**src/lcabl_pkg.sv**
```systemverilog
// Package for the binary-lifting LCA engine: sizes, request/result structs,
// memory port structs, sequencer states and address helpers.
// No dependencies.
package lcabl_pkg;

  localparam int MAX_NODES   = 1024;
  localparam int LIFT_LEVELS = 10;

  localparam int NODE_W    = 10;
  localparam int DEPTH_W   = 10;
  localparam int PATH_W    = 11;
  localparam int DEPTH_MAX = (2 ** DEPTH_W) - 1;

  localparam int LVL_W     = (LIFT_LEVELS > 1) ? $clog2(LIFT_LEVELS) : 1;
  localparam int DEP_AW    = $clog2(MAX_NODES);
  localparam int ANC_DEPTH = MAX_NODES * LIFT_LEVELS;
  localparam int ANC_AW    = $clog2(ANC_DEPTH);

  typedef logic [NODE_W-1:0]  node_t;
  typedef logic [DEPTH_W-1:0] depth_t;
  typedef logic [PATH_W-1:0]  path_t;
  typedef logic [LVL_W-1:0]   lvl_t;
  typedef logic [ANC_AW-1:0]  anc_addr_t;
  typedef logic [DEP_AW-1:0]  dep_addr_t;

  localparam lvl_t LAST_LVL = LVL_W'(LIFT_LEVELS - 1);

  typedef enum logic [0:0] {
    OP_ADD   = 1'b0,
    OP_QUERY = 1'b1
  } lcabl_op_e;

  typedef struct packed {
    lcabl_op_e op;
    node_t     node_a;
    node_t     node_b;
  } lcabl_req_t;

  typedef struct packed {
    node_t common_ancestor;
    path_t path_length;
  } lcabl_res_t;

  typedef struct packed {
    logic      anc_we;
    anc_addr_t anc_waddr;
    node_t     anc_wdata;
    anc_addr_t anc_raddr_a;
    anc_addr_t anc_raddr_b;
    logic      dep_we;
    dep_addr_t dep_waddr;
    depth_t    dep_wdata;
    dep_addr_t dep_raddr;
  } lcabl_mem_req_t;

  typedef struct packed {
    node_t  anc_rdata_a;
    node_t  anc_rdata_b;
    depth_t dep_rdata;
  } lcabl_mem_rsp_t;

  typedef enum logic [3:0] {
    S_IDLE,
    S_ADD_DEP,
    S_ADD_WR,
    S_ADD_RD,
    S_Q_DEPA,
    S_Q_DEPB,
    S_Q_SWAP,
    S_Q_UP_RA,
    S_Q_UP_RD,
    S_Q_UP_CMP,
    S_Q_EQ,
    S_Q_LO_RA,
    S_Q_LO_CMP,
    S_Q_FIN,
    S_Q_DL
  } lcabl_state_e;

  function automatic anc_addr_t anc_addr(node_t n, lvl_t l);
    anc_addr_t a;
    a = ANC_AW'(n) * ANC_AW'(LIFT_LEVELS) + ANC_AW'(l);
    return a;
  endfunction

  function automatic dep_addr_t dep_addr(node_t n);
    return DEP_AW'(n);
  endfunction

  function automatic logic node_ok(node_t n);
    return (32'(n) < 32'(MAX_NODES));
  endfunction

endpackage

```
**src/lcabl_ctrl.sv**
```systemverilog
// Sequencer and datapath of the LCA engine: add fill, lift, lockstep
// climb and distance. Depends on lcabl_pkg; drives lcabl_mem.
module lcabl_ctrl (
  input  logic                      clk_i,
  input  logic                      rst_ni,
  input  logic                      start_i,
  input  lcabl_pkg::lcabl_req_t     req_i,
  output logic                      busy_o,
  output logic                      valid_o,
  output lcabl_pkg::lcabl_res_t     res_o,
  output lcabl_pkg::lcabl_mem_req_t mem_req_o,
  input  lcabl_pkg::lcabl_mem_rsp_t mem_rsp_i
);
  import lcabl_pkg::*;

  lcabl_state_e state_q, state_d;
  lvl_t         lvl_q, lvl_d;
  node_t        u_q, u_d, v_q, v_d, node_q, node_d, val_q, val_d;
  node_t        up_q, up_d, l_q, l_d;
  depth_t       du_q, du_d, dv_q, dv_d, da_q, da_d, db_q, db_d;
  lcabl_res_t   res_q, res_d;
  logic         valid_q, valid_d;

  logic         accept;
  depth_t       dl_sel;
  path_t        depth_sum;
  path_t        depth_twice;
  path_t        path_len;
  depth_t       dep_inc;

  assign accept = start_i && (state_q == S_IDLE);

  // Distance unit: da + db - 2*dl, floored at zero.
  assign dl_sel      = (state_q == S_Q_EQ) ? du_q : mem_rsp_i.dep_rdata;
  assign depth_sum   = PATH_W'(da_q) + PATH_W'(db_q);
  assign depth_twice = {dl_sel, 1'b0};
  assign path_len    = (depth_sum < depth_twice) ? '0 : (depth_sum - depth_twice);

  assign dep_inc = (mem_rsp_i.dep_rdata == depth_t'(DEPTH_MAX)) ?
                   mem_rsp_i.dep_rdata : (mem_rsp_i.dep_rdata + 1'b1);

  always_comb begin
    state_d = state_q;
    case (state_q)
      S_IDLE: begin
        if (accept) begin
          if (req_i.op == OP_ADD) begin
            if (node_ok(req_i.node_a) && node_ok(req_i.node_b)) begin
              state_d = S_ADD_DEP;
            end
          end else if (node_ok(req_i.node_a) && node_ok(req_i.node_b)) begin
            state_d = S_Q_DEPA;
          end
        end
      end
      S_ADD_DEP:  state_d = S_ADD_WR;
      S_ADD_WR:   state_d = (lvl_q == LAST_LVL) ? S_IDLE : S_ADD_RD;
      S_ADD_RD:   state_d = S_ADD_WR;
      S_Q_DEPA:   state_d = S_Q_DEPB;
      S_Q_DEPB:   state_d = S_Q_SWAP;
      S_Q_SWAP:   state_d = S_Q_UP_RA;
      S_Q_UP_RA:  state_d = S_Q_UP_RD;
      S_Q_UP_RD:  state_d = S_Q_UP_CMP;
      S_Q_UP_CMP: state_d = (lvl_q == '0) ? S_Q_EQ : S_Q_UP_RD;
      S_Q_EQ:     state_d = (u_q == v_q) ? S_IDLE : S_Q_LO_RA;
      S_Q_LO_RA:  state_d = S_Q_LO_CMP;
      S_Q_LO_CMP: state_d = (lvl_q == '0) ? S_Q_FIN : S_Q_LO_CMP;
      S_Q_FIN:    state_d = S_Q_DL;
      S_Q_DL:     state_d = S_IDLE;
      default:    state_d = S_IDLE;
    endcase
  end

  always_comb begin
    lvl_d   = lvl_q;
    u_d     = u_q;
    v_d     = v_q;
    node_d  = node_q;
    val_d   = val_q;
    up_d    = up_q;
    l_d     = l_q;
    du_d    = du_q;
    dv_d    = dv_q;
    da_d    = da_q;
    db_d    = db_q;
    res_d   = res_q;
    valid_d = 1'b0;

    mem_req_o.anc_we      = 1'b0;
    mem_req_o.anc_waddr   = anc_addr(node_q, lvl_q);
    mem_req_o.anc_wdata   = val_q;
    mem_req_o.anc_raddr_a = anc_addr(u_q, lvl_q);
    mem_req_o.anc_raddr_b = anc_addr(v_q, lvl_q);
    mem_req_o.dep_we      = 1'b0;
    mem_req_o.dep_waddr   = dep_addr(node_q);
    mem_req_o.dep_wdata   = dep_inc;
    mem_req_o.dep_raddr   = dep_addr(u_q);

    case (state_q)
      S_IDLE: begin
        if (accept) begin
          u_d    = req_i.node_a;
          v_d    = req_i.node_b;
          node_d = req_i.node_a;
          val_d  = req_i.node_b;
          lvl_d  = '0;
          if ((req_i.op == OP_QUERY) &&
              !(node_ok(req_i.node_a) && node_ok(req_i.node_b))) begin
            res_d   = '0;
            valid_d = 1'b1;
          end
        end
      end
      S_ADD_DEP: begin
        mem_req_o.dep_raddr = dep_addr(val_q);
      end
      S_ADD_WR: begin
        // Level zero is the parent itself; higher levels come from the read.
        mem_req_o.anc_we    = 1'b1;
        mem_req_o.anc_wdata = (lvl_q == '0) ? val_q : mem_rsp_i.anc_rdata_a;
        val_d               = mem_req_o.anc_wdata;
        if (lvl_q == '0) begin
          mem_req_o.dep_we    = 1'b1;
          mem_req_o.dep_wdata = (node_q == val_q) ? '0 : dep_inc;
        end
      end
      S_ADD_RD: begin
        mem_req_o.anc_raddr_a = anc_addr(val_q, lvl_q);
        lvl_d                 = lvl_q + 1'b1;
      end
      S_Q_DEPA: begin
        mem_req_o.dep_raddr = dep_addr(u_q);
      end
      S_Q_DEPB: begin
        mem_req_o.dep_raddr = dep_addr(v_q);
        da_d                = mem_rsp_i.dep_rdata;
      end
      S_Q_SWAP: begin
        db_d  = mem_rsp_i.dep_rdata;
        lvl_d = LAST_LVL;
        if (da_q < mem_rsp_i.dep_rdata) begin
          u_d  = v_q;
          v_d  = u_q;
          du_d = mem_rsp_i.dep_rdata;
          dv_d = da_q;
        end else begin
          du_d = da_q;
          dv_d = mem_rsp_i.dep_rdata;
        end
      end
      S_Q_UP_RA: begin
        mem_req_o.anc_raddr_a = anc_addr(u_q, lvl_q);
      end
      S_Q_UP_RD: begin
        up_d                = mem_rsp_i.anc_rdata_a;
        mem_req_o.dep_raddr = dep_addr(mem_rsp_i.anc_rdata_a);
      end
      S_Q_UP_CMP: begin
        // Take the jump if it does not pass the shallower node's depth.
        if (mem_rsp_i.dep_rdata >= dv_q) begin
          u_d  = up_q;
          du_d = mem_rsp_i.dep_rdata;
        end
        if (lvl_q != '0) begin
          lvl_d                 = lvl_q - 1'b1;
          mem_req_o.anc_raddr_a = anc_addr(u_d, lvl_d);
        end
      end
      S_Q_EQ: begin
        if (u_q == v_q) begin
          res_d.common_ancestor = u_q;
          res_d.path_length     = path_len;
          valid_d               = 1'b1;
        end else begin
          lvl_d = LAST_LVL;
        end
      end
      S_Q_LO_RA: begin
        mem_req_o.anc_raddr_a = anc_addr(u_q, lvl_q);
        mem_req_o.anc_raddr_b = anc_addr(v_q, lvl_q);
      end
      S_Q_LO_CMP: begin
        // Climb both nodes together while their ancestors differ.
        if (mem_rsp_i.anc_rdata_a != mem_rsp_i.anc_rdata_b) begin
          u_d = mem_rsp_i.anc_rdata_a;
          v_d = mem_rsp_i.anc_rdata_b;
        end
        if (lvl_q != '0) begin
          lvl_d                 = lvl_q - 1'b1;
          mem_req_o.anc_raddr_a = anc_addr(u_d, lvl_d);
          mem_req_o.anc_raddr_b = anc_addr(v_d, lvl_d);
        end else begin
          mem_req_o.anc_raddr_a = anc_addr(u_d, '0);
        end
      end
      S_Q_FIN: begin
        l_d                 = mem_rsp_i.anc_rdata_a;
        mem_req_o.dep_raddr = dep_addr(mem_rsp_i.anc_rdata_a);
      end
      S_Q_DL: begin
        res_d.common_ancestor = l_q;
        res_d.path_length     = path_len;
        valid_d               = 1'b1;
      end
      default: begin
        valid_d = 1'b0;
      end
    endcase
  end

  always_ff @(posedge clk_i or negedge rst_ni) begin
    if (!rst_ni) begin
      state_q <= S_IDLE;
      valid_q <= 1'b0;
    end else begin
      state_q <= state_d;
      valid_q <= valid_d;
    end
  end

  always_ff @(posedge clk_i) begin
    lvl_q  <= lvl_d;
    u_q    <= u_d;
    v_q    <= v_d;
    node_q <= node_d;
    val_q  <= val_d;
    up_q   <= up_d;
    l_q    <= l_d;
    du_q   <= du_d;
    dv_q   <= dv_d;
    da_q   <= da_d;
    db_q   <= db_d;
    res_q  <= res_d;
  end

  assign busy_o  = (state_q != S_IDLE);
  assign valid_o = valid_q;
  assign res_o   = res_q;

`ifndef SYNTHESIS
  a_valid_in_idle: assert property (@(posedge clk_i) disable iff (!rst_ni)
    valid_q |-> (state_q == S_IDLE))
    else $error("result strobe outside idle state");

  a_query_progress: assert property (@(posedge clk_i) disable iff (!rst_ni)
    (accept && (req_i.op == OP_QUERY)) |=> (busy_o || valid_q))
    else $error("query neither started nor answered");

  a_add_no_result: assert property (@(posedge clk_i) disable iff (!rst_ni)
    (accept && (req_i.op == OP_ADD)) |=> !valid_q)
    else $error("add request produced a result");

  a_lvl_range: assert property (@(posedge clk_i) disable iff (!rst_ni)
    (busy_o && (state_q != S_ADD_DEP)) |-> (lvl_q <= LAST_LVL))
    else $error("lifting level out of range");
`endif

endmodule

```
**config.mk**
```make
export PLATFORM = sky130hd
export DESIGN_NAME = lcabl_ctrl
export DESIGN_NICKNAME = d
export VERILOG_FILES = /design/src/lcabl_pkg.sv /design/src/lcabl_ctrl.sv
export SDC_FILE = /design/constraint.sdc
export NUM_CORES = 1
export LEC_CHECK = 0
export ABC_AREA = 1
export BUFFER_PORTS_ARGS = -buffer_cell sky130_fd_sc_hd__buf_2
export CAP_MARGIN = 20
export CORE_MARGIN = 2
export CORE_UTILIZATION = 59
export DETAILED_ROUTE_END_ITERATION = 12
export PLACE_DENSITY = 0.8
export SKIP_LAST_GASP = 1
export SLEW_MARGIN = 20
export SYNTH_ARGS = -nofsm -noshare
export SYNTH_HDL_FRONTEND = slang
export SYNTH_SLANG_ARGS = --single-unit
```
**constraint.sdc**
```tcl
create_clock -name clk_i -period 7.8 [get_ports clk_i]
set_input_delay 1.56 -clock clk_i [delete_from_list [all_inputs] [get_ports clk_i]]
set_output_delay 1.56 -clock clk_i [all_outputs]
set_load 0.01 [all_outputs]
```
# ---- Word level (Yosys, flattened, before mapping)
# Index checks and enable logic that the tools add are counted.
dict set report op_classes {
  n_addsub 12
  mul 7
  order_cmp 3
  n_eq_ne 25
  muxes 49
  reduce_logical 21
}
# cell count
set ops {}
lappend ops {{2-to-1 mux 10 bit} 20}
lappend ops {{adder 14 x 4 -> 14 bit} 7}
lappend ops {{multiplier 10 x 3 -> 13 bit (second input constant)} 7}
lappend ops {{case mux 10 bit (3 select lines)} 2}
lappend ops {{2-to-1 mux 14 bit} 4}
lappend ops {{case mux 4 bit (13 select lines)} 1}
lappend ops {{case mux 14 bit (3 select lines)} 1}
lappend ops {{case mux 21 bit (2 select lines)} 1}
lappend ops {{case mux 10 bit (2 select lines)} 2}
lappend ops {{case mux 10 bit (4 select lines)} 1}
lappend ops {{equality test 4 bit (second input constant)} 8}
lappend ops {{2-to-1 mux 21 bit} 1}
lappend ops {{equality test 10 bit} 2}
lappend ops {{2-to-1 mux 4 bit} 5}
lappend ops {{case mux 4 bit (5 select lines)} 1}
lappend ops {{equality test 4 x 3 -> 1 bit (second input constant)} 4}
lappend ops {{nonzero test 4 bit} 3}
lappend ops {{adder 10 x 10 -> 11 bit} 1}
lappend ops {{< comparator 11 bit} 1}
lappend ops {{2-to-1 mux 11 bit} 1}
lappend ops {{subtractor 11 bit} 1}
lappend ops {{adder 10 x 1 -> 10 bit (second input constant)} 1}
lappend ops {{equality test 10 bit (second input constant)} 1}
lappend ops {{>= comparator 10 bit} 1}
lappend ops {{21 further kinds} 40}
dict set report totals {
  ff_bits 130
  input_bits 54
  out_inout_bits 107
}

# ---- Longest topological paths before layout
dict set report depth {
  ltp_word 7
  mapped_depth 28
  mapped_depth_nobuf 28
}

# ---- Worst setup path before layout
# Ideal clock, no wire load.
dict set report synth_path {
  path_kind {input to output}
  start {in mem_rsp_i[0] (netlist bit)}
  end {out mem_req_o[58] (netlist bit)}
  t_arrival_ns 4.692
  required_ns 6.240
  setup_slack_ns 1.548
  stages 23
  n_path_buf 1
  path_cell_list {inv_1 ha_1 o21ai_0 nand2_1 nand3_1 nand3_2 clkbuf_1 o21ai_0 ha_1 ha_1 inv_1 fa_1 xnor2_1 inv_1 nor2_1 nand2_1 nor2_1 nand3_1 nor2_1 nand2_1 nand2_1 nand2_1 nand3_1}
}
# element line_no
set synth_rtl {}
lappend synth_rtl {{from (decl)} lcabl_ctrl.sv:12} ;# input lcabl_pkg::lcabl_mem_rsp_t mem_rsp_i
lappend synth_rtl {{to (decl)} lcabl_ctrl.sv:11} ;# output lcabl_pkg::lcabl_mem_req_t mem_req_o,

==> impl_metrics.csv <==
group,metric,value,unit
routing,wirelength,46800,um
global_routing,grt_first_pass_wirelength,71000,um
routing,drt_first_pass_iters,8,
global_routing,grt_pass1_vias,13100,
place,pre_cts_ws,0.563,ns
setup_path,path_delay_family,"simple AND/OR/NAND/NOR gates",
power,combPwrFrac,69.8,%
finish,fin_nets,2360,
finish,final_cell_area,0.0158,sq mm
setup_path,crit_slowest_cell,"o21ai_0",
place,portBuffers,160,
synth,ys_ff_latch,130,
setup_path,path_class,"in -> out",
synth,synth_compound_area_share,13.5,%
power,sequentialPowerShare,18.6,%
routing,antenna_left,0,
power,power_leakage,7.92,nW
synth,syn_inst,1957,
min_path,hold_class,"reg -> reg",
floorplan,pin_count,161,
synth,ys_seq_area_share,27.5,%
floorplan,die_w,159,um
setup_path,cp.arrival,5.74,ns
synth,ys.flop_type,"edfxtp_1",
routing,via_per_inst,5.89,
outcome,outcome,"finished, final reports clean",
sta,worst_pin_slew,1.06,ns
routing,wire_per_inst,19.1,um
routing,num_vias,14400,
floorplan,die_h,159,um
clock_network,clkLatencyLatePin,0.43,ns
floorplan,die_area,0.0252,sq mm
synth,synthMuxAreaShare,0.231,%
clock_network,cts_tree,"done",
power,clkPwrFrac,11.5,%
sta,clock.fmax,0.137,GHz
setup_path,slowest_delay,0.59,ns
clock_network,cts_buffers,17,
place,post-dp-hpwl,37800,um
setup_path,start_kind,"input pin",
sta,hold_viol_final,0,
synth,syn_area,0.0141,sq mm
power,ir_worst_vdd,0.469,mV
setup_path,crit_fanout,19,
sta,fin_crit,7.30,ns
power,swShare,54.3,%
synth,post_synth.cell_area_avg,7.21,sq um
setup_path,cp_data_required_time,6.24,ns
global_routing,grt_overflow,0,
clock_network,clock_path_buffers,2,
sta,fin_ws,0.504,ns
clock_network,clock_tree.root_cell,"clkbuf_16",
clock_network,postCtsSetupBuffers,0,
setup_path,crit_chain,"buf_2 -> inv_1 -> ha_1 -> o21ai_0 -> nand2_1 -> nand3_1 -> nand3_2 -> o21ai_0 -> ha_1 -> ha_1 -> inv_1 -> fa_1 -> inv_1 -> nand2_1 -> nor2_1 -> nand2_1 -> nor2_1 -> nand3_1 -> nor2_1 -> nand2_1 -> nand2_1 -> nand2_1 -> nand3_1 -> buf_2",
sta,rsz0062_at_grt,"no",
power,switching_power,0.00374,W
synth,synth_edf_count,125,
global_routing,grtUsageTotal,37.3,%
sta,setup_viol,0,
synth,synth_fa_ha_area_share,18.0,%
clock_network,cts_resized,0,
synth,synthSimpleGateAreaFrac,27.5,%
global_routing,antenna_found_initial,1,
floorplan,core_area,0.0235,sq mm
setup_path,cp-end-kind,"output pin",
finish,fill_cells,2090,
floorplan,fp-row-count,56,
power,p_int,0.00315,W
run,cap_violations,0,
finish,area_growth,11.9,%
synth,synthDistinctLibCells,59,
synth,synthArstFlopShare,3.85,%
setup_path,crit_top_cell,"nand2_1",
sta,worst_hold_slack,0.564,ns
clock_network,h-tree-depth,4,
setup_path,worst-path-buf-inv,5,
finish,multi_input_area,0.00888,sq mm
sta,slew_violations,0,
synth,yosysWarnings,0,
routing,drt_iter0_drc,1435,
global_routing,grt_max_degree,33,
finish,layout-drive-gt1-share,12.2,%
floorplan,start_util,60.1,%
sta,tns,0,ns
synth,synth_nets,2204,
synth,synth_xor_area_share,3.78,%
clock_network,path_clk_slew,0.06,ns
clock_network,cts_hold_buf,0,
sta,max_slew_margin,29.5,%
place,dpl_cell_area,0.0152,sq mm
routing,drc,0,
sta,skew,0.0102,ns
place,place.gp.congestion,1.03,
finish,regArea,0.00388,sq mm
power,p_per_area,437,mW/mm^2
synth,synth_top_family_by_area,"simple AND/OR/NAND/NOR gates",
sta,post-route-period-util,93.5,%
clock_network,numClockSinks,130,
area by class of cell:
class	instances	area share, %
inverter	310	7.38
multi-input combinational	1485	56.3
clock buffer	17	2.70
clock inverter	15	0.984
sequential	130	24.6
antenna	2	0.0317
timing repair buffer	169	5.50
tap	319	2.53
Yosys cell counts, drive strengths merged, types with 3 or more instances:
cell type / count / area share (%)
nor3: 11 / 0.47
nand2: 534 / 14
o2111ai: 13 / 0.81
a21oi: 118 / 4.2
edfxtp: 125 / 27
nand3: 123 / 4.5
clkbuf: 17 / 0.52
nand3b: 9 / 0.48
buf: 15 / 0.77
a22o: 3 / 0.19
xnor2: 26 / 1.7
or2: 14 / 0.62
a211oi: 4 / 0.21
fa: 16 / 2.3
o22ai: 7 / 0.31
nor2: 149 / 4.6
dfrtp: 5 / 0.89
nand4: 51 / 2.3
a21o: 4 / 0.21
o21ai: 139 / 5.0
a31oi: 6 / 0.27
inv: 309 / 8.2
a22oi: 4 / 0.21
xor2: 34 / 2.1
o221ai: 10 / 0.62
o211ai: 11 / 0.59
ha: 177 / 16
power by group through the flow:
stage	clock [W]	sequential (W)	combinational (W)
after floorplan	0	0.00115	0.00334
after global placement	0	0.00128	0.00462
after detailed placement	0	0.00128	0.00470
after CTS	0.000791	0.00126	0.00473
after global routing	0.000822	0.00129	0.00535
final	0.000794	0.00128	0.00481
layout by cell type (no fill, tap or decap), types with 6 or more instances in the layout:
cell type,synthesis,layout
xnor2_1,25,25
buf_2,6,160
o211ai_1,11,11
a21oi_1,117,117
nor2_2,12,12
nor2_1,131,131
inv_2,9,9
or2_2,13,13
ha_1,177,177
clkbuf_16,0,17
buf_4,6,9
nand2_1,526,526
inv_1,300,300
o2111ai_1,13,13
a31oi_1,6,6
o22ai_1,7,7
nand2_2,8,8
o21ai_0,127,126
nand3_1,118,118
nand4_1,51,51
nor3_1,10,10
fa_1,16,16
xor2_1,34,34
nand3b_1,9,9
o221ai_1,10,10
edfxtp_1,125,125
o21ai_1,10,10
registers in the layout, summed over array words and instances (netlist names):
register,flops
db_q,10
node_q,10
dv_q,10
lvl_q,4
state_q,4
u_q,10
du_q,10
valid_o,1
l_q,10
da_q,10
v_q,10
val_q,10
res_o,21
up_q,10
metrics by stage:
stage / utilization, % / instances / total power (W)
final: 67.2 / 2447 / 0.00689
after global routing: 67.2 / 2446 / 0.00745
after CTS: 67.2 / 2445 / 0.00679
after detailed placement: 64.7 / 2413 / 0.00597
after global placement: 64.7 / 2413 / 0.00589
after floorplan: - / 1957 / 0.00448
path summary, 6_finish.rpt:
| path | start | cells past startpoint | slack, ns | to |
|---|---|---|---|---|
| max | mem_rsp_i[0] | 24 | 0.50 | mem_req_o[58] |
| min | l_q[2] | 1 | 0.56 | res_o[13] |
| max reg2reg | state_q[3] | 15 | 3.94 | res_o[8] |
| min reg2reg | l_q[2] | 1 | 0.56 | res_o[13] |
| max in group asynchronous | rst_ni | 1 | 6.72 | state_q[2] |
| min in group asynchronous | rst_ni | 1 | 0.94 | state_q[3] |
layer usage:
| metal | routed length, um | vias to the layer above | global-route usage, % |
|---|---|---|---|
| li1 | - | 6906 | - |
| met4 | 2950 | 0 | 21.3 |
| met2 | 21200 | 763 | 61.1 |
| met5 | 0 | - | 0 |
| met3 | 4200 | 185 | 6.80 |
| met1 | 18400 | 6571 | 46.4 |
kinds of logic after synthesis:
kind of cell	after synthesis
AOI/OAI and AO/OA	334
xor gates and xnor gates	60
adders and majority gates	193
buffers and inverters	342
DFF	130
muxes	3
and+or+nand+nor	895
(Power assumes the default switching activity.)
